`config.mk`:
```
export PLATFORM = sky130hd
export DESIGN_NAME = v2d_front
export DESIGN_NICKNAME = d
export VERILOG_FILES = /design/src/rtl/v2d_pkg.sv /design/src/rtl/v2d_front.sv
export SDC_FILE = /design/constraint.sdc
export NUM_CORES = 1
export LEC_CHECK = 0
export ABC_AREA = 0
export BUFFER_PORTS_ARGS = -buffer_cell sky130_fd_sc_hd__buf_2
export CAP_MARGIN = 5
export CORE_AREA = 2 2 129 131
export CTS_BUF_LIST = sky130_fd_sc_hd__clkbuf_8
export CTS_CLUSTER_SIZE = 30
export DETAILED_ROUTE_END_ITERATION = 10
export DIE_AREA = 0 0 131 133
export GPL_TIMING_DRIVEN = 0
export PLACE_DENSITY_LB_ADDON = 0.12
export SYNTH_ARGS = -nofsm -noshare
export SYNTH_HDL_FRONTEND = slang
export SYNTH_SLANG_ARGS = --single-unit
```
`constraint.sdc`:
```
create_clock -name clk -period 6.03 [get_ports clk]
set_input_delay 1.206 -clock clk [delete_from_list [all_inputs] [get_ports clk]]
set_output_delay 1.206 -clock clk [all_outputs]
set_load 0.02 [all_outputs]
```
`src/rtl/v2d_pkg.sv`:
```
// Shared types and constants for the 2D vector arithmetic unit.
// No dependencies; imported by every module of the block.
package v2d_pkg;

  localparam int FRAC_BITS_DEF = 16;
  localparam int QUEUE_DEPTH   = 4;
  localparam int ROOT_W        = 32;

  localparam logic [2:0] OP_ADD    = 3'd0;
  localparam logic [2:0] OP_SUB    = 3'd1;
  localparam logic [2:0] OP_SCALE  = 3'd2;
  localparam logic [2:0] OP_LENGTH = 3'd3;
  localparam logic [2:0] OP_NORM   = 3'd4;

  typedef enum logic [2:0] {
    K_ADD,
    K_SUB,
    K_SCALE,
    K_LEN,
    K_NORM,
    K_NOP
  } kind_t;

  typedef struct packed {
    kind_t              kind;
    logic signed [31:0] a_x;
    logic signed [31:0] a_y;
    logic signed [31:0] b_x;
    logic signed [31:0] b_y;
    logic signed [31:0] factor;
  } item_t;

  // Per-item payload carried down the back pipeline.
  typedef struct packed {
    kind_t              kind;
    logic [31:0]        ux;
    logic [31:0]        uy;
    logic               sx;
    logic               sy;
    logic signed [31:0] rx;
    logic signed [31:0] ry;
    logic               sat;
  } carry_t;

  function automatic kind_t decode_op(input logic [2:0] op);
    kind_t k;
    unique case (op)
      OP_ADD:    k = K_ADD;
      OP_SUB:    k = K_SUB;
      OP_SCALE:  k = K_SCALE;
      OP_LENGTH: k = K_LEN;
      OP_NORM:   k = K_NORM;
      default:   k = K_NOP;
    endcase
    return k;
  endfunction

endpackage

```
`src/rtl/v2d_front.sv`:
```
// Front end: registers an incoming request and classifies its opcode.
// Depends on v2d_pkg.
module v2d_front (
  input  logic           clk,
  input  logic           rst,
  input  logic           s_tvalid,
  output logic           s_tready,
  input  logic [159:0]   s_tdata,
  input  logic [2:0]     s_tuser,
  output logic           q_valid,
  input  logic           q_ready,
  output v2d_pkg::item_t q_item
);
  import v2d_pkg::*;

  logic  valid;
  item_t item;

  assign s_tready = !valid || q_ready;
  assign q_valid  = valid;
  assign q_item   = item;

  always_ff @(posedge clk) begin
    if (rst) begin
      valid <= 1'b0;
    end else if (s_tready) begin
      valid <= s_tvalid;
    end
  end

  always_ff @(posedge clk) begin
    if (s_tready && s_tvalid) begin
      item.kind   <= decode_op(s_tuser);
      item.a_x    <= s_tdata[31:0];
      item.a_y    <= s_tdata[63:32];
      item.b_x    <= s_tdata[95:64];
      item.b_y    <= s_tdata[127:96];
      item.factor <= s_tdata[159:128];
    end
  end

endmodule

```
* After elaboration in Yosys (flattened, before gate mapping)
Cells that the tools add are included.
** Storage, ports and cells
- Latch bits :: 0
- Memories kept :: 0
- Bits in writable memories :: 0
- Bits in read-only memories :: 0
- Register bits :: 164
** Cells by class
- Magnitude comparators :: 0
- Equal/unequal tests :: 4
- Multiplexer cells :: 1
- Reductions and logical operators :: 4
- Add/sub/neg operators :: 0
- Bitwise operators :: 0
- Multiply operators :: 0
- Shift operators :: 0
- Div/mod/pow operators :: 0
** Operators by type and width (count)
- one-hot mux 3 bit (5 select lines) :: 1
- equality test 3 x 2 -> 1 bit, second input constant :: 2
- equality test 3 x 1 -> 1 bit, second input constant :: 1
- equality test 3 bit, second input constant :: 1
- logical NOT 3 bit :: 1
- logical AND 1 bit :: 1
- logical NOT 1 bit :: 1
- logical OR 1 bit :: 1

* Longest topological paths before layout
- Word-level depth :: 3
- Depth in mapped cells :: 2
- Mapped depth without buffers :: 2

* Worst setup path before layout
No wires, ideal clock.
- Kind :: input to register
- Start point :: in q_ready
- End point :: reg item (netlist bit q_item[0]), enable pin
- Data required time :: 5.620 ns
- Cell stages on the path :: 2
- Setup slack :: 3.049 ns
- Arrival :: 2.571 ns
- Path through :: nand2b_4 > and2_4
** On the way
- Cells in the longest elaborated chain, start to end :: 2
** Ends and longest elaborated chain
- from (decl) :: RTL line v2d_front.sv:11 : input logic q_ready,
- logical OR 1 bit :: RTL line v2d_front.sv:19 : assign s_tready = !valid || q_ready;
- logical AND 1 bit :: RTL line v2d_front.sv:32 : if (s_tready && s_tvalid) begin
- to (decl) :: RTL line v2d_front.sv:17 : item_t item;
Every way passes these cells.
A chain may end at the register's enable or synchronous reset.

* Final worst setup path
- Start point :: in q_ready
- End point :: out s_tready
** On the way
- Cells in the longest elaborated chain, start to end :: 1
** Ends and longest elaborated chain
- logical OR 1 bit :: RTL line v2d_front.sv:19
- to (decl) :: RTL line v2d_front.sv:7 : output logic s_tready,
Every way passes these cells.

==> run_results.csv <==
group,metric,value,unit
final_layout,syn2layout_area_growth,47.6,%
routing,drt-wirelength-per-cell,16.3,um
run,maxCapViolations,0,
routing,antenna_left,0,
routing,drt_iter0_drc,124,
clock_tree,cts_tree,"yes",
synthesis,synthCells,171,
placed_design,gp_congestion,0.731,
synthesis,syn_area_per_cell,29.0,um2
global_route,antenna_found_initial,0,
timing,finClkSkew,0.00891,ns
timing,period_minus_slack,2.81,ns
routing,wirelength,12300,um
routing,drc,0,
clock_tree,cts_buffer_depth,2,
synthesis,synth.area.top_cells,"edfxtp_1 99%, dfxtp_1 0.40%, nand2b_4 0.28%, a21oi_2 0.18%, and2_4 0.18%",
power_and_ir_drop,intPower,1.78,mW
setup_path,path_common_cell,"buf_2",
timing,worst_hold_slack,0.510,ns
global_route,grt_pass1_wl,17300,um
power_and_ir_drop,p_leak,3.13,nW
global_route,grt_use_total,13.7,%
timing,worstMarginPinSlew,0.898,ns
synthesis,ys_types,9,
placed_design,io_buffer_count,331,
routing,firstDrtPassIters,4,
floorplanning,pin_count,332,
setup_path,crit_buf_inv,2,
setup_path,worstPathCellList,"buf_2, nand2b_4, buf_2",
synthesis,ys_seq_area_share,98.9,%
floorplanning,initial_core_util,30.7,%
setup_path,cp_slowest_cell,"buf_2",
clock_tree,clock_latency,0.43,ns
synthesis,synth_top_area_share,98.5,%
floorplanning,core,16200,um2
setup_path,cp-start-kind,"input pin",
power_and_ir_drop,power_frac_comb,10.1,%
final_layout,stdcell_count,756,
setup_path,timing.critical_path.required,4.82,ns
power_and_ir_drop,clkPwrFrac,32.3,%
power_and_ir_drop,power_density,319,nW/um2
power_and_ir_drop,swShare,23.8,%
timing,setup_slack,3.22,ns
timing,setup_tns,0,ns
placed_design,placed_cell_area,6950,um2
floorplanning,rows,47,
timing,timing.fmax,356,MHz
routing,via_count,3029,
floorplanning,die_w,131,um
final_layout,fin_area,7330,um2
power_and_ir_drop,p_switching,0.557,mW
placed_design,dp_cells,724,
global_route,grt_overflow,0,
final_layout,nFillCells,1489,
routing,vias_per_cell,4.01,
synthesis,synth_top_area_cell,"edfxtp_1",
clock_tree,clockRootBuffer,"clkbuf_8",
placed_design,dpl_worst_slack,3.12,ns
floorplanning,die_area,17400,um2
min_path,hold_path_class,"flip-flop to flip-flop",
timing,setup_viol,0,
power_and_ir_drop,p_seq_share,57.6,%
synthesis,ys_ff_latch,164,
setup_path,slowest_delay,0.16,ns
timing,hold_viol,0,
setup_path,worst-setup-path-type,"input pin to primary output",
global_route,grt_pass1_vias,3154,
clock_tree,cts_buffers,17,
floorplanning,dieHeight,133,um
synthesis,syn_nets,338,
status,status,"completed",
power_and_ir_drop,finalPower,2.34,mW
clock_tree,cts_setup_buffers,0,
clock_tree,post_cts_resized,0,
final_layout,drive_above_1_share,67.7,%
clock_tree,clock-sinks,164,
synthesis,synth_area,4970,um2
clock_tree,htreeDepth,4,
timing,rsz0062_at_grt,"no",
setup_path,path_max_fanout,3,
power_and_ir_drop,ir_drop,0.000128,V
clock_tree,hold_buffers,0,
setup_path,worstSetupEndpointType,"primary output",
setup_path,cp_top_family,"buffers and inverters",
final_layout,fin_nets,690,
timing,timing.final.max_slew_violations,0,
timing,fin_crit_sh,46.6,%
timing,slew_headroom,40.1,%
setup_path,arrival,1.61,ns
synthesis,ys_warn_count,0,
global_route,grt_max_degree,65,
final_layout,finalCoreUtilization,45.3,%
final_layout,diodes,0,
clock_tree,cts.clk_slew.worst_paths,0.08,ns
-- cell type report --
cell class              instances  area (um2)  area share, %
plain buffers                   1        3.75         0.0512
clock buffers                  17         234           3.19
clock inverters                15         141           1.93
inverters                       1        3.75         0.0512
multi-input cells               5        45.0          0.615
flip-flops and latches        164        4910           67.1
well taps                     220         275           3.76
repair buffers                333        1710           23.4
-- registers in the layout, indices dropped and copies added (netlist names) --
| register | flops |
|---|---|
| q_valid | 1 |
| q_item | 163 |
-- power groups by stage --
stage          clock network (mW)  registers, mW  logic, mW
4_1_cts                     0.785           1.35      0.241
3_3_place_gp                    0           1.37      0.232
5_1_grt                     0.829           1.35      0.253
3_5_place_dp                    0           1.37      0.241
6_report                    0.755           1.35      0.236
2_1_floorplan                   0           1.46     0.0224
-- placed cells by master (no fill, tap or decap), drive strengths merged --
master	n
buf	333
a21o	1
nand2b	1
clkbuf	18
inv	5
bufinv	2
a21oi	1
clkinv	7
edfxtp	163
dfxtp	1
nor2b	1
and2	1
clkinvlp	2
-- layer usage --
metal | track usage (%) | share of wire, % | vias to the layer above
li1 | - | - | 1396
met1 | 14.5 | 35 | 1425
met2 | 23.6 | 52 | 187
met3 | 5.50 | 10 | 21
met4 | 6.38 | 2.4 | 0
met5 | 0 | 0 | -
-- cell families after synthesis --
family / after synthesis / synth area share [%]
flops: 164 / 98.9
simple gates: 3 / 0.579
compound gates: 2 / 0.328
buf+inv: 2 / 0.151
-- synth_stat cells --
library cell,count
nand2b_4,1
clkbuf_1,1
inv_1,1
edfxtp_1,163
and2_4,1
a21oi_2,1
dfxtp_1,1
a21o_1,1
nor2b_1,1
-- worst reg2reg max path, delay by kind of cell (launching register included) --
kind,cells,cell delay (ns)
DFF,1,0.34
buffers and inverters,1,0.33
and+or+nand+nor,2,0.82
-- final timing paths --
| check | startpoint | end | slack (ns) | cells after the start |
|---|---|---|---|---|
| min reg2reg | q_valid | q_valid | 0.51 | 2 |
| max | q_ready | s_tready | 3.22 | 3 |
| max reg2reg | q_valid | q_item[134] | 4.17 | 3 |
| min | q_valid | q_valid | 0.51 | 2 |
(Power assumes the default switching activity.)
