--- src/rtl/v2d_pkg.sv ---
// Shared types and constants for the 2D vector arithmetic unit.
// No dependencies; imported by every module of the block.
package v2d_pkg;

  localparam int FRAC_BITS_DEF = 16;
  localparam int QUEUE_DEPTH   = 4;
  localparam int ROOT_W        = 32;

  localparam logic [2:0] OP_ADD    = 3'd0;
  localparam logic [2:0] OP_SUB    = 3'd1;
  localparam logic [2:0] OP_SCALE  = 3'd2;
  localparam logic [2:0] OP_LENGTH = 3'd3;
  localparam logic [2:0] OP_NORM   = 3'd4;

  typedef enum logic [2:0] {
    K_ADD,
    K_SUB,
    K_SCALE,
    K_LEN,
    K_NORM,
    K_NOP
  } kind_t;

  typedef struct packed {
    kind_t              kind;
    logic signed [31:0] a_x;
    logic signed [31:0] a_y;
    logic signed [31:0] b_x;
    logic signed [31:0] b_y;
    logic signed [31:0] factor;
  } item_t;

  // Per-item payload carried down the back pipeline.
  typedef struct packed {
    kind_t              kind;
    logic [31:0]        ux;
    logic [31:0]        uy;
    logic               sx;
    logic               sy;
    logic signed [31:0] rx;
    logic signed [31:0] ry;
    logic               sat;
  } carry_t;

  function automatic kind_t decode_op(input logic [2:0] op);
    kind_t k;
    unique case (op)
      OP_ADD:    k = K_ADD;
      OP_SUB:    k = K_SUB;
      OP_SCALE:  k = K_SCALE;
      OP_LENGTH: k = K_LEN;
      OP_NORM:   k = K_NORM;
      default:   k = K_NOP;
    endcase
    return k;
  endfunction

endpackage

--- src/rtl/v2d_queue.sv ---
// Short register queue between the front end and the execution pipeline.
// Depends on v2d_pkg.
module v2d_queue (
  input  logic           clk,
  input  logic           rst,
  input  logic           in_valid,
  output logic           in_ready,
  input  v2d_pkg::item_t in_item,
  output logic           out_valid,
  input  logic           out_ready,
  output v2d_pkg::item_t out_item
);
  import v2d_pkg::*;

  localparam int PW = $clog2(QUEUE_DEPTH);

  item_t       mem [QUEUE_DEPTH];
  logic [PW-1:0] wr_ptr;
  logic [PW-1:0] rd_ptr;
  logic [PW:0]   count;
  logic          push;
  logic          pop;

  assign in_ready  = (count != (PW+1)'(QUEUE_DEPTH));
  assign out_valid = (count != '0);
  assign out_item  = mem[rd_ptr];
  assign push      = in_valid && in_ready;
  assign pop       = out_valid && out_ready;

  always_ff @(posedge clk) begin
    if (rst) begin
      wr_ptr <= '0;
      rd_ptr <= '0;
      count  <= '0;
    end else begin
      if (push) wr_ptr <= wr_ptr + 1'b1;
      if (pop)  rd_ptr <= rd_ptr + 1'b1;
      count <= count + (PW+1)'(push) - (PW+1)'(pop);
    end
  end

  always_ff @(posedge clk) begin
    if (push) begin
      mem[wr_ptr] <= in_item;
    end
  end

endmodule

--- config.mk ---
export PLATFORM = sky130hd
export DESIGN_NAME = v2d_queue
export DESIGN_NICKNAME = d
export VERILOG_FILES = /design/src/rtl/v2d_pkg.sv /design/src/rtl/v2d_queue.sv
export SDC_FILE = /design/constraint.sdc
export NUM_CORES = 1
export LEC_CHECK = 0
export ABC_AREA = 1
export BUFFER_PORTS_ARGS = -buffer_cell sky130_fd_sc_hd__buf_2
export CORE_ASPECT_RATIO = 1.2
export CORE_MARGIN = 10
export CORE_UTILIZATION = 46
export DETAILED_ROUTE_END_ITERATION = 12
export PLACE_DENSITY_LB_ADDON = 0.15
export SYNTH_ARGS = -nofsm -noshare
export SYNTH_HDL_FRONTEND = slang
export SYNTH_SLANG_ARGS = --single-unit
--- constraint.sdc ---
create_clock -name clk -period 10.1 [get_ports clk]
set_input_delay 1.01 -clock clk [delete_from_list [all_inputs] [get_ports clk]]
set_output_delay 1.01 -clock clk [all_outputs]
set_load 0.02 [all_outputs]
* Yosys cells after proc, flatten, opt, wreduce, memory -nomap -nowiden
Memory sizes are Yosys's and may differ from the RTL's. A register that Yosys moved wholly into a read port is not among the register bits. Index checks and enable logic that the tools add are counted.
Operators by class: muxes and demuxes 4, multiply operators 0, div/mod/pow operators 0, magnitude comparators 0, reduce and logical (&&, ||, !) cells 3, add/subtract/negate cells 4, bitwise gates (word level) 0, eq/ne operators 1, shifts and indexed selects 0
Operators by type and width (count):
- adder 2 x 1 -> 2 bit (second input constant) | 2
- 2-to-1 mux 2 bit | 2
- adder 3 x 1 -> 3 bit | 1
- inequality test 3 bit (second input constant) | 1
- nonzero test 3 bit | 1
- subtractor 3 x 1 -> 3 bit | 1
- logical AND 1 bit | 2
- 2-to-1 mux 1 bit | 2
Word-level totals: memories 1, bits in registers 7, memory bits (writable) 652, latch bits 0, ROM bits 0, output and inout bits 165
Memory list:
- mem | depth 4, width 163, read ports 1, clocked after memory_dff 1, wr ports 1, line v2d_queue.sv:17 | item_t mem [QUEUE_DEPTH];

* Depth between registers and ports, before layout
Gate-level depths: netlist of the first run.
word-level depth 4, gate-level depth with buffers 10, mapped depth without buffers 10

* Worst setup path before layout of the first run
No wires, ideal clock.
path type input to register, start point input in_valid, end point memory mem[0][0] (netlist bit), enable pin, stages 2, data arrival time 7.903 ns, path slack 1.508 ns, buffers on the path 0, cells stage by stage nand2_1 nor2_1
Between the ends: longest elaborated chain between the ends 3
RTL lines:
- start, declared | line v2d_queue.sv:6 | input logic in_valid,
- logical AND 1 bit | line v2d_queue.sv:27 | assign push = in_valid && in_ready;
- 2-to-1 mux 1 bit | line v2d_queue.sv:43 | if (push) begin
- 2-to-1 mux 1 bit (not written as such) | line v2d_queue.sv:44 | mem[wr_ptr] <= in_item;
- end, declared | line v2d_queue.sv:17
No other way between the ends.

==> impl_metrics.env, run 1 <==
export IMPL_root_buffer="clkbuf_16"
export IMPL_cts_hold_buf=0
export IMPL_hp_start="rd_ptr[0]"
export IMPL_finalPower_uw=7481
export IMPL_peakVddDrop_mv=0.1725
export IMPL_setup_tns_ns=0
export IMPL_maxCapViolCount=0
export IMPL_reg2reg_to="mem[3][56]"
export IMPL_leakage_uw=0.009883
export IMPL_synthCells=1641
export IMPL_areaGrowthSynthToFinish_pct=17.22
export IMPL_track_usage_pct=18.22
export IMPL_die_height_um=272.6
export IMPL_routed_via_density=5.420
export IMPL_timing_rr_start="count[1]"
export IMPL_synth_cell_types=18
export IMPL_fp_row_count=92
export IMPL_grt_pass1_wl_um=89180
export IMPL_dpl_instance_area_sq_um=26680
export IMPL_ant_nets=0
export IMPL_status="completed"
export IMPL_core_sq_um=52610
export IMPL_pin_count=332
export IMPL_antenna_found_initial=22
export IMPL_ys_warn_count=0
export IMPL_clock_sinks=661
export IMPL_clk_latency_ns=0.60
export IMPL_avgSynthCellArea_sq_um=14.90
export IMPL_grt_overflow_total=0
export IMPL_drv_slew=0
export IMPL_gp_congestion=0.7556
export IMPL_holdPathEnd="rd_ptr[0]"
export IMPL_r2r_cells=6
export IMPL_min_path_type="flop to flop"
export IMPL_design_area_sq_um=28670
export IMPL_fin_util_pct=54.50
export IMPL_ctsResizeCount=0
export IMPL_fin_crit_ns=5.050
export IMPL_rsz0062_at_grt="false"
export IMPL_fmax_mhz=198.0
export IMPL_seq_area_frac_synth_pct=80.79
export IMPL_grt_pass1_vias=14740
export IMPL_finalClockSkew_ns=0.01881
export IMPL_post_cts_buffers=0
export IMPL_worst_ep_arrival_time_ns=4.04
export IMPL_ys_seq_elements=661
export IMPL_hold_path_depth=2
export IMPL_drt_iter0_markers=1095
export IMPL_drt_wl_total_um=58680
export IMPL_finalSetupViolCount=0
export IMPL_h_tree_depth=3
export IMPL_io_buffers=331
export IMPL_synthesis_area_sq_um=24460
export IMPL_grt_max_degree=152
export IMPL_dp_hpwl_um=33400
export IMPL_die_x_um=230.5
export IMPL_hold_viol=0
export IMPL_crit_type="flop to primary output"
export IMPL_start_kind="flop"
export IMPL_dr_total_vias=14680
export IMPL_start_util_pct=46.49
export IMPL_power_density_nw_per_um2=261.0
export IMPL_final_nets=2125
export IMPL_drc=0
export IMPL_fin_crit_sh_pct=50.00
export IMPL_rrSetupSlack_ns=6.64
export IMPL_clkTransAtPathRegs_ns=0.06
export IMPL_dieArea_sq_um=62830
export IMPL_end_kind="primary output"
export IMPL_layout_drive_gt1_share_pct=22.22
export IMPL_max_slew_margin_pct=30.07
export IMPL_crit_fanout=151
export IMPL_fillerInstances=4364
export IMPL_cp_required_ns=9.09
export IMPL_syn_num_nets=1815
export IMPL_worstMarginPinSlew_ns=1.049
export IMPL_cts_tree="built"
export IMPL_cts_buffers=66
export IMPL_post_drt_wl_per_cell_um=21.66
export IMPL_first_pass_iters=5
export IMPL_cts_buffer_depth=3
cell families (layout without fill, tap and decap cells):
| group | after synthesis | after routing | synth area share (%) |
|---|---|---|---|
| flip-flops | 661 | 661 | 80.79 |
| AO/OA/AOI/OAI | 496 | 496 | 11.00 |
| AND/OR/NAND/NOR | 354 | 354 | 5.448 |
| buffers and inverters | 123 | 476 | 2.369 |
| adder cells (fa/ha/maj) | 7 | 7 | 0.3888 |
| other | 0 | 10 | 0 |
placed cells by master (no fill, tap or decap):
cell type and instances:
o21ai_0 327, nand3_1 3, a21oi_1 4, clkinv_2 9
buf_12 2, inv_1 14, diode_2 10, clkinv_1 8
buf_4 16, clkinvlp_4 3, inv_6 2, nor2_4 4
fa_1 1, nor2_1 335, inv_8 1, dfxtp_4 2
clkbuf_1 17, a21boi_0 2, ha_1 6, bufinv_16 1
clkinv_8 3, inv_4 1, nand2_1 12, edfxtp_1 652
o22ai_1 163, clkbuf_16 68, buf_2 331, dfxtp_1 7
worst max-delay path, stage by stage (launching register included):
cell	delay [ns]
dfxtp_4	0.49
inv_8	0.53
buf_4	0.91
buf_4	0.74
o21ai_0	0.17
o22ai_1	0.28
buf_2	0.23
flip-flops by register name, summed over array words and instances (netlist names), named ones only:
name    count
mem       652
count       3
rd_ptr      2
wr_ptr      2
cell usage after synthesis:
cell type / n / share of area, %
a21oi_1: 4 / 0.082
clkbuf_1: 69 / 1.1
ha_1: 6 / 0.31
inv_1: 14 / 0.21
o22ai_1: 163 / 4.2
inv_2: 1 / 0.015
buf_4: 18 / 0.55
o21ai_0: 327 / 6.7
buf_2: 16 / 0.33
fa_1: 1 / 0.082
nand2_1: 12 / 0.18
dfxtp_1: 9 / 0.74
nor2_1: 339 / 5.2
a21boi_0: 2 / 0.061
edfxtp_1: 652 / 80
buf_6: 4 / 0.18
clkinv_1: 1 / 0.015
nand3_1: 3 / 0.061
area by class of cell:
type	instances	area, sq um	share of cell area (%)
timing repair buffer	349	1817	6.337
clock buffer	85	1765	6.158
tap	705	882.1	3.077
clock inverter	26	193.9	0.6765
inverter	16	70.07	0.2444
antenna	10	25.02	0.08729
multi-input combinational	857	4149	14.47
sequential	661	19770	68.95
layer usage:
layer	global-route usage (%)	share of wire, %	up-vias
li1	-	-	6830
met1	22.70	41	7337
met2	29.81	49	399
met3	5.701	7.4	92
met4	6.117	2.0	26
met5	0	0.25	-
stage by stage:
stage	cells	setup WS [ns]	hold slack, ns
floorplan	1641	1.508	0.4481
global route	2708	4.641	0.5230
global placement	2588	5.476	0.4640
CTS	2699	4.807	0.4858
detailed placement	2588	5.453	0.4703
finish	2709	5.050	0.4922
how the worst max path moves through the flow:
| stage | startpoint | slack [ns] | cells after the start | endpoint |
|---|---|---|---|---|
| after floorplan | in_valid | 1.51 | 2 | mem[0][0] |
| after global placement | flop | 5.48 | 6 | out_item[20] |
| after detailed placement | flop | 5.45 | 6 | out_item[20] |
| after CTS | flop | 4.81 | 6 | out_item[20] |
| after global routing | flop | 4.64 | 6 | out_item[84] |
| final | flop | 5.05 | 6 | out_item[20] |
where the power goes:
part | internal [uW] | leakage [uW] | switching, uW
clock network | 1260 | 0.000950 | 983
logic | 473 | 0.00289 | 1340
registers | 3340 | 0.00605 | 75.3
Power figures use the tool's default switching activity.
==> run 2, diff against run 1 <==
Clock period 10.1 ns to 4.2 ns, I/O delays scaled along.
==> impl_metrics.env, run 2 (same netlist as run 1, synthesis figures left out) <==
export IMPL_leakage_uw=0.009992
export IMPL_cp_required_ns=3.78
export IMPL_top_regs="mem (652), count (3)"
export IMPL_first_pass_iters=5
export IMPL_end_kind="primary output"
export IMPL_ctsResizeCount=0
export IMPL_design_area_sq_um=28910
export IMPL_final_nets=2128
export IMPL_grt_overflow_total=0
export IMPL_final_cell_mix="edfxtp_1, nor2_1, buf_2"
export IMPL_maxCapViolCount=0
export IMPL_finalSetupViolCount=0
export IMPL_grt_max_degree=190
export IMPL_start_kind="flop"
export IMPL_drc=0
export IMPL_layout_drive_gt1_share_pct=22.31
export IMPL_largest_reg_flops=652
export IMPL_start_util_pct=46.49
export IMPL_dieArea_sq_um=62830
export IMPL_regMostFlops="mem"
export IMPL_crit_fanout=89
export IMPL_min_path_type="input pin to flop"
export IMPL_finalClockSkew_ns=0.01369
export IMPL_finalPower_uw=18260
export IMPL_die_x_um=230.5
export IMPL_peakVddDrop_mv=0.4403
export IMPL_areaGrowthSynthToFinish_pct=18.19
export IMPL_dp_hpwl_um=32970
export IMPL_drt_iter0_markers=1039
export IMPL_fillerInstances=4276
export IMPL_cts_tree="built"
export IMPL_status="completed"
export IMPL_io_buffers=331
export IMPL_fin_crit_ns=3.416
export IMPL_hold_viol=0
export IMPL_slowest_delay_ns=0.77
export IMPL_h_tree_depth=3
export IMPL_fp_row_count=92
export IMPL_post_drt_wl_per_cell_um=21.38
export IMPL_die_height_um=272.6
export IMPL_ant_nets=0
export IMPL_fin_util_pct=54.95
export IMPL_seqCellArea_sq_um=19770
export IMPL_drv_slew=0
export IMPL_clk_latency_ns=0.58
export IMPL_rsz0062_at_grt="false"
export IMPL_root_buffer="clkbuf_16"
export IMPL_crit_type="flop to primary output"
export IMPL_core_sq_um=52610
export IMPL_power_density_nw_per_um2=631.8
export IMPL_post_cts_buffers=0
export IMPL_fmax_mhz=292.8
export IMPL_routed_via_density=5.396
export IMPL_dr_total_vias=14650
export IMPL_max_slew_margin_pct=30.42
export IMPL_track_usage_pct=17.94
export IMPL_clkTransAtPathRegs_ns=0.06
export IMPL_grt_pass1_vias=14520
export IMPL_drt_wl_total_um=58030
export IMPL_clock_sinks=661
export IMPL_slowest_stage="buf_4"
export IMPL_cts_buffer_depth=3
export IMPL_multi_input_area_sq_um=4149
export IMPL_gp_congestion=0.7538
export IMPL_holdWs_ns=0.04847
export IMPL_worstPathCellList="buf_4 > o21ai_0 > o22ai_1 > buf_2"
export IMPL_layout_commonest_cell="edfxtp_1"
export IMPL_cts_buffers=66
export IMPL_antenna_found_initial=20
export IMPL_pin_count=332
export IMPL_grt_pass1_wl_um=87460
export IMPL_cts_hold_buf=0
export IMPL_dpl_instance_area_sq_um=26820
export IMPL_worst_ep_arrival_time_ns=3.00
export IMPL_fin_crit_sh_pct=81.33
export IMPL_worstMarginPinSlew_ns=1.044
-- run 2: worst paths after layout --
kind | start | end | slack, ns | cells after the start
worst max-delay path | flop | out_item[35] | 0.78 | 4
worst min-delay path | in_item[98] | mem[0][98] | 0.05 | 1
worst max register to register | count[1] | count[2] | 1.76 | 10
worst min register to register | rd_ptr[0] | rd_ptr[0] | 0.49 | 2
-- run 2: worst max-delay path: cells and delay by family (launching register included) --
family	cells	cell delay, ns
compound gates	2	0.56
buf+inv	2	1.00
flops	1	0.71
-- run 2: metrics by stage --
stage | instances | setup slack (ns) | TNS (ns)
floorplan | 1641 | -1.437 | -936.72
finish | 2714 | 0.7842 | 0
global route | 2710 | 0.5646 | 0
detailed placement | 2591 | 1.336 | 0
CTS | 2704 | 0.6907 | 0
global placement | 2591 | 1.330 | 0
-- run 2: per-layer routing --
metal,wire length (um),GRT usage [%],vias to the layer above,share of wire [%]
met2,28590,29.24,404,49
li1,-,-,6841,-
met3,3660,4.447,93,6.3
met4,1092,6.238,22,1.9
met5,131,0,-,0.23
met1,24550,23.14,7286,42
-- run 2: power by group --
part           switching [uW]  leakage [uW]  total, uW  internal, uW
Sequential                210       0.00605       8240          8030
Clock                    2310       0.00101       5630          3330
Combinational            3210       0.00294       4390          1180
-- run 2: final cells by class --
cell class                      instances  share of cell area [%]
Antenna cell                           10                 0.08657
Clock buffer                           83                   6.082
Clock inverter                         30                   1.039
Inverter                               16                  0.2511
Multi-Input combinational cell        857                   14.35
Sequential cell                       661                   68.38
Tap cell                              705                   3.052
Timing Repair Buffer                  352                   6.753
==> run 3, diff against run 2 <==
Settings changed: ABC_AREA 1 to 0.
Clock period 4.2 ns to 3.6 ns, I/O delays scaled along.
==> impl_metrics.env, run 3 <==
export IMPL_end_kind="primary output"
export IMPL_routed_via_density=5.156
export IMPL_pwr_share_clk_pct=30.9
export IMPL_ant_nets=0
export IMPL_power_density_nw_per_um2=727.3
export IMPL_p_sw_uw=6310
export IMPL_die_height_um=269.9
export IMPL_core_sq_um=51460
export IMPL_fp_row_count=91
export IMPL_areaGrowthSynthToFinish_pct=26.98
export IMPL_final_nets=1620
export IMPL_hp_start="rst"
export IMPL_avgSynthCellArea_sq_um=26.61
export IMPL_drc=0
export IMPL_layout_drive_gt1_share_pct=41.04
export IMPL_cts_buffer_depth=3
export IMPL_crit_fanout=40
export IMPL_die_x_um=228.3
export IMPL_cp_required_ns=3.24
export IMPL_seq_area_frac_synth_pct=82.51
export IMPL_synth_edf_count=652
export IMPL_track_usage_pct=16.62
export IMPL_drt_wl_total_um=51190
export IMPL_first_pass_iters=5
export IMPL_largest_reg_flops=652
export IMPL_leakage_uw=0.01024
export IMPL_dp_hpwl_um=30670
export IMPL_synth_commonest_cells="edfxtp_1, mux4_2, buf_2"
export IMPL_crit_type="flop to primary output"
export IMPL_fin_crit_sh_pct=80.52
export IMPL_hold_path_depth=2
export IMPL_start_kind="flop"
export IMPL_synthesis_area_sq_um=23950
export IMPL_synth_area_top_cells="edfxtp_1, mux4_2, dfxtp_1, buf_6, buf_2"
export IMPL_holdWs_ns=0.06781
export IMPL_setup_tns_ns=0
export IMPL_synth_top_area_share_pct=81.76
export IMPL_io_buffers=331
export IMPL_pin_count=332
export IMPL_ys_seq_elements=661
export IMPL_switching_share_pct=28.53
export IMPL_hold_viol=0
export IMPL_final_cell_mix="edfxtp_1, buf_2, mux4_2, dlygate4sd3_1, clkbuf_16"
export IMPL_syn_num_nets=1074
export IMPL_dr_total_vias=11320
export IMPL_status="completed"
export IMPL_top_regs="mem (652), count (3)"
export IMPL_cts_tree="built"
export IMPL_grt_max_degree=109
export IMPL_rsz0062_at_grt="false"
export IMPL_timing_rr_start="count[1]"
export IMPL_worst_ep_arrival_time_ns=2.54
export IMPL_peakVddDrop_mv=0.5256
export IMPL_antenna_found_initial=8
export IMPL_synth_area_leader_cell="edfxtp_1"
export IMPL_r2r_cells=11
export IMPL_post_cts_buffers=0
export IMPL_ys_warn_count=0
export IMPL_design_area_sq_um=30410
export IMPL_grt_pass1_vias=12290
export IMPL_clkTransAtPathRegs_ns=0.06
export IMPL_gp_congestion=0.7335
export IMPL_combPwrFrac_pct=25.2
export IMPL_holdPathEnd="count[1]"
export IMPL_yosysMostFrequentCell="edfxtp_1"
export IMPL_clock_sinks=661
export IMPL_h_tree_depth=3
export IMPL_layout_commonest_cell="edfxtp_1"
export IMPL_clk_latency_ns=0.59
export IMPL_finalClockSkew_ns=0.02069
export IMPL_synth_ff_type="edfxtp_1"
export IMPL_start_util_pct=46.53
export IMPL_reg2reg_to="count[2]"
export IMPL_ctsResizeCount=0
export IMPL_fmax_mhz=345.0
export IMPL_maxCapViolCount=0
export IMPL_drv_slew=0
export IMPL_cts_buffers=66
export IMPL_fin_crit_ns=2.899
export IMPL_seq_power_share_pct=43.9
export IMPL_dieArea_sq_um=61630
export IMPL_drt_iter0_markers=937
export IMPL_synth_cell_types=25
export IMPL_post_drt_wl_per_cell_um=23.32
export IMPL_grt_pass1_wl_um=77940
export IMPL_finalSetupViolCount=0
export IMPL_rrSetupSlack_ns=1.04
export IMPL_synthCells=900
export IMPL_max_slew_margin_pct=51.36
export IMPL_fillerInstances=3793
export IMPL_dpl_instance_area_sq_um=26600
export IMPL_regMostFlops="mem"
export IMPL_power_internal_uw=15810
export IMPL_min_path_type="input pin to flop"
export IMPL_root_buffer="clkbuf_16"
export IMPL_grt_overflow_total=0
export IMPL_async_reset_ff_share_pct=0
export IMPL_worstMarginPinSlew_ns=0.7295
## run 3: cell types whose count changed in the layout (fill, tap and decap cells not counted), sizes merged, moves of 3 or more
cell / change
clkinvlp: +3
nor2: -331
a21oi: -4
nand3: -3
mux4: +163
diode: -8
and2: +5
dlygate4sd3: +163
o21ai: -327
o22ai: -163
inv: -11
nand2: -11
## run 3: final cells by class
class                      count  area, sq um  share of cell area, %
antenna                        2        5.005                0.01646
clock buffer                  84         1826                  6.003
clock inverter                34        344.1                  1.131
inverter                       5        18.77                0.06172
multi-input combinational    197         3944                  12.97
sequential                   661        19770                  65.00
tap                          697        872.1                  2.868
timing repair buffer         515         3633                  11.95
## run 3: timing repair
item / 4_1_cts / 5_1_grt
endpoints found under the hold margin: 652 / 0
setup endpoints to repair: 0 / 0
hold buffers: 163 / 0
## run 3: power groups by stage
stage               Clock, uW  Sequential (uW)  Combinational, uW
floorplan                   0             9770               3720
global placement            0             9840               5570
detailed placement          0             9890               5560
CTS                      7040             9730               5730
global route             7360             9790               5940
finish                   6840             9710               5560
## run 3: through the flow
stage / total power (uW) / utilization (%) / setup slack, ns / cells
3_5_place_dp: 15440 / 51.69 / 1.013 / 1912
4_1_cts: 22490 / 59.08 / 0.5891 / 2193
5_1_grt: 23090 / 59.08 / 0.5241 / 2194
2_1_floorplan: 13490 / - / 0.2389 / 900
3_3_place_gp: 15410 / 51.69 / 1.081 / 1912
6_report: 22120 / 59.09 / 0.7014 / 2195
## run 3: worst max-delay path by stage
stage	end	slack [ns]	cells after the start
2_1_floorplan	mem[0][0]	0.24	3
3_3_place_gp	count[2]	1.08	11
3_5_place_dp	count[2]	1.01	11
4_1_cts	out_item[0]	0.59	3
5_1_grt	out_item[127]	0.52	3
6_report	out_item[127]	0.70	3
## run 3: per-layer routing
layer  global-route usage [%]  vias up  part of all wire (%)
li1                         -     4990                     -
met2                    25.97      323                    49
met3                    4.696       74                   6.9
met4                    5.127       14                   1.8
met5                        0        -                  0.14
met1                    22.39     5916                    42
## run 3: cells by family (layout without fill, tap and decap cells)
logic type,count (synthesis),after routing,share of synthesized area [%]
DFF,661,661,82.51
muxes,165,165,15.42
buffers and inverters,42,638,1.066
and+or+nand+nor,19,19,0.3971
adders and majority gates,7,7,0.3971
AOI/OAI and AO/OA,3,3,0.1045
xor gates and xnor gates,3,3,0.1097
other,0,2,0
## run 3: worst max-delay path, cell delays in order (launching register included)
cell and delay, ns:
dfxtp_4 0.73, buf_12 0.40, mux4_2 0.59, buf_2 0.19
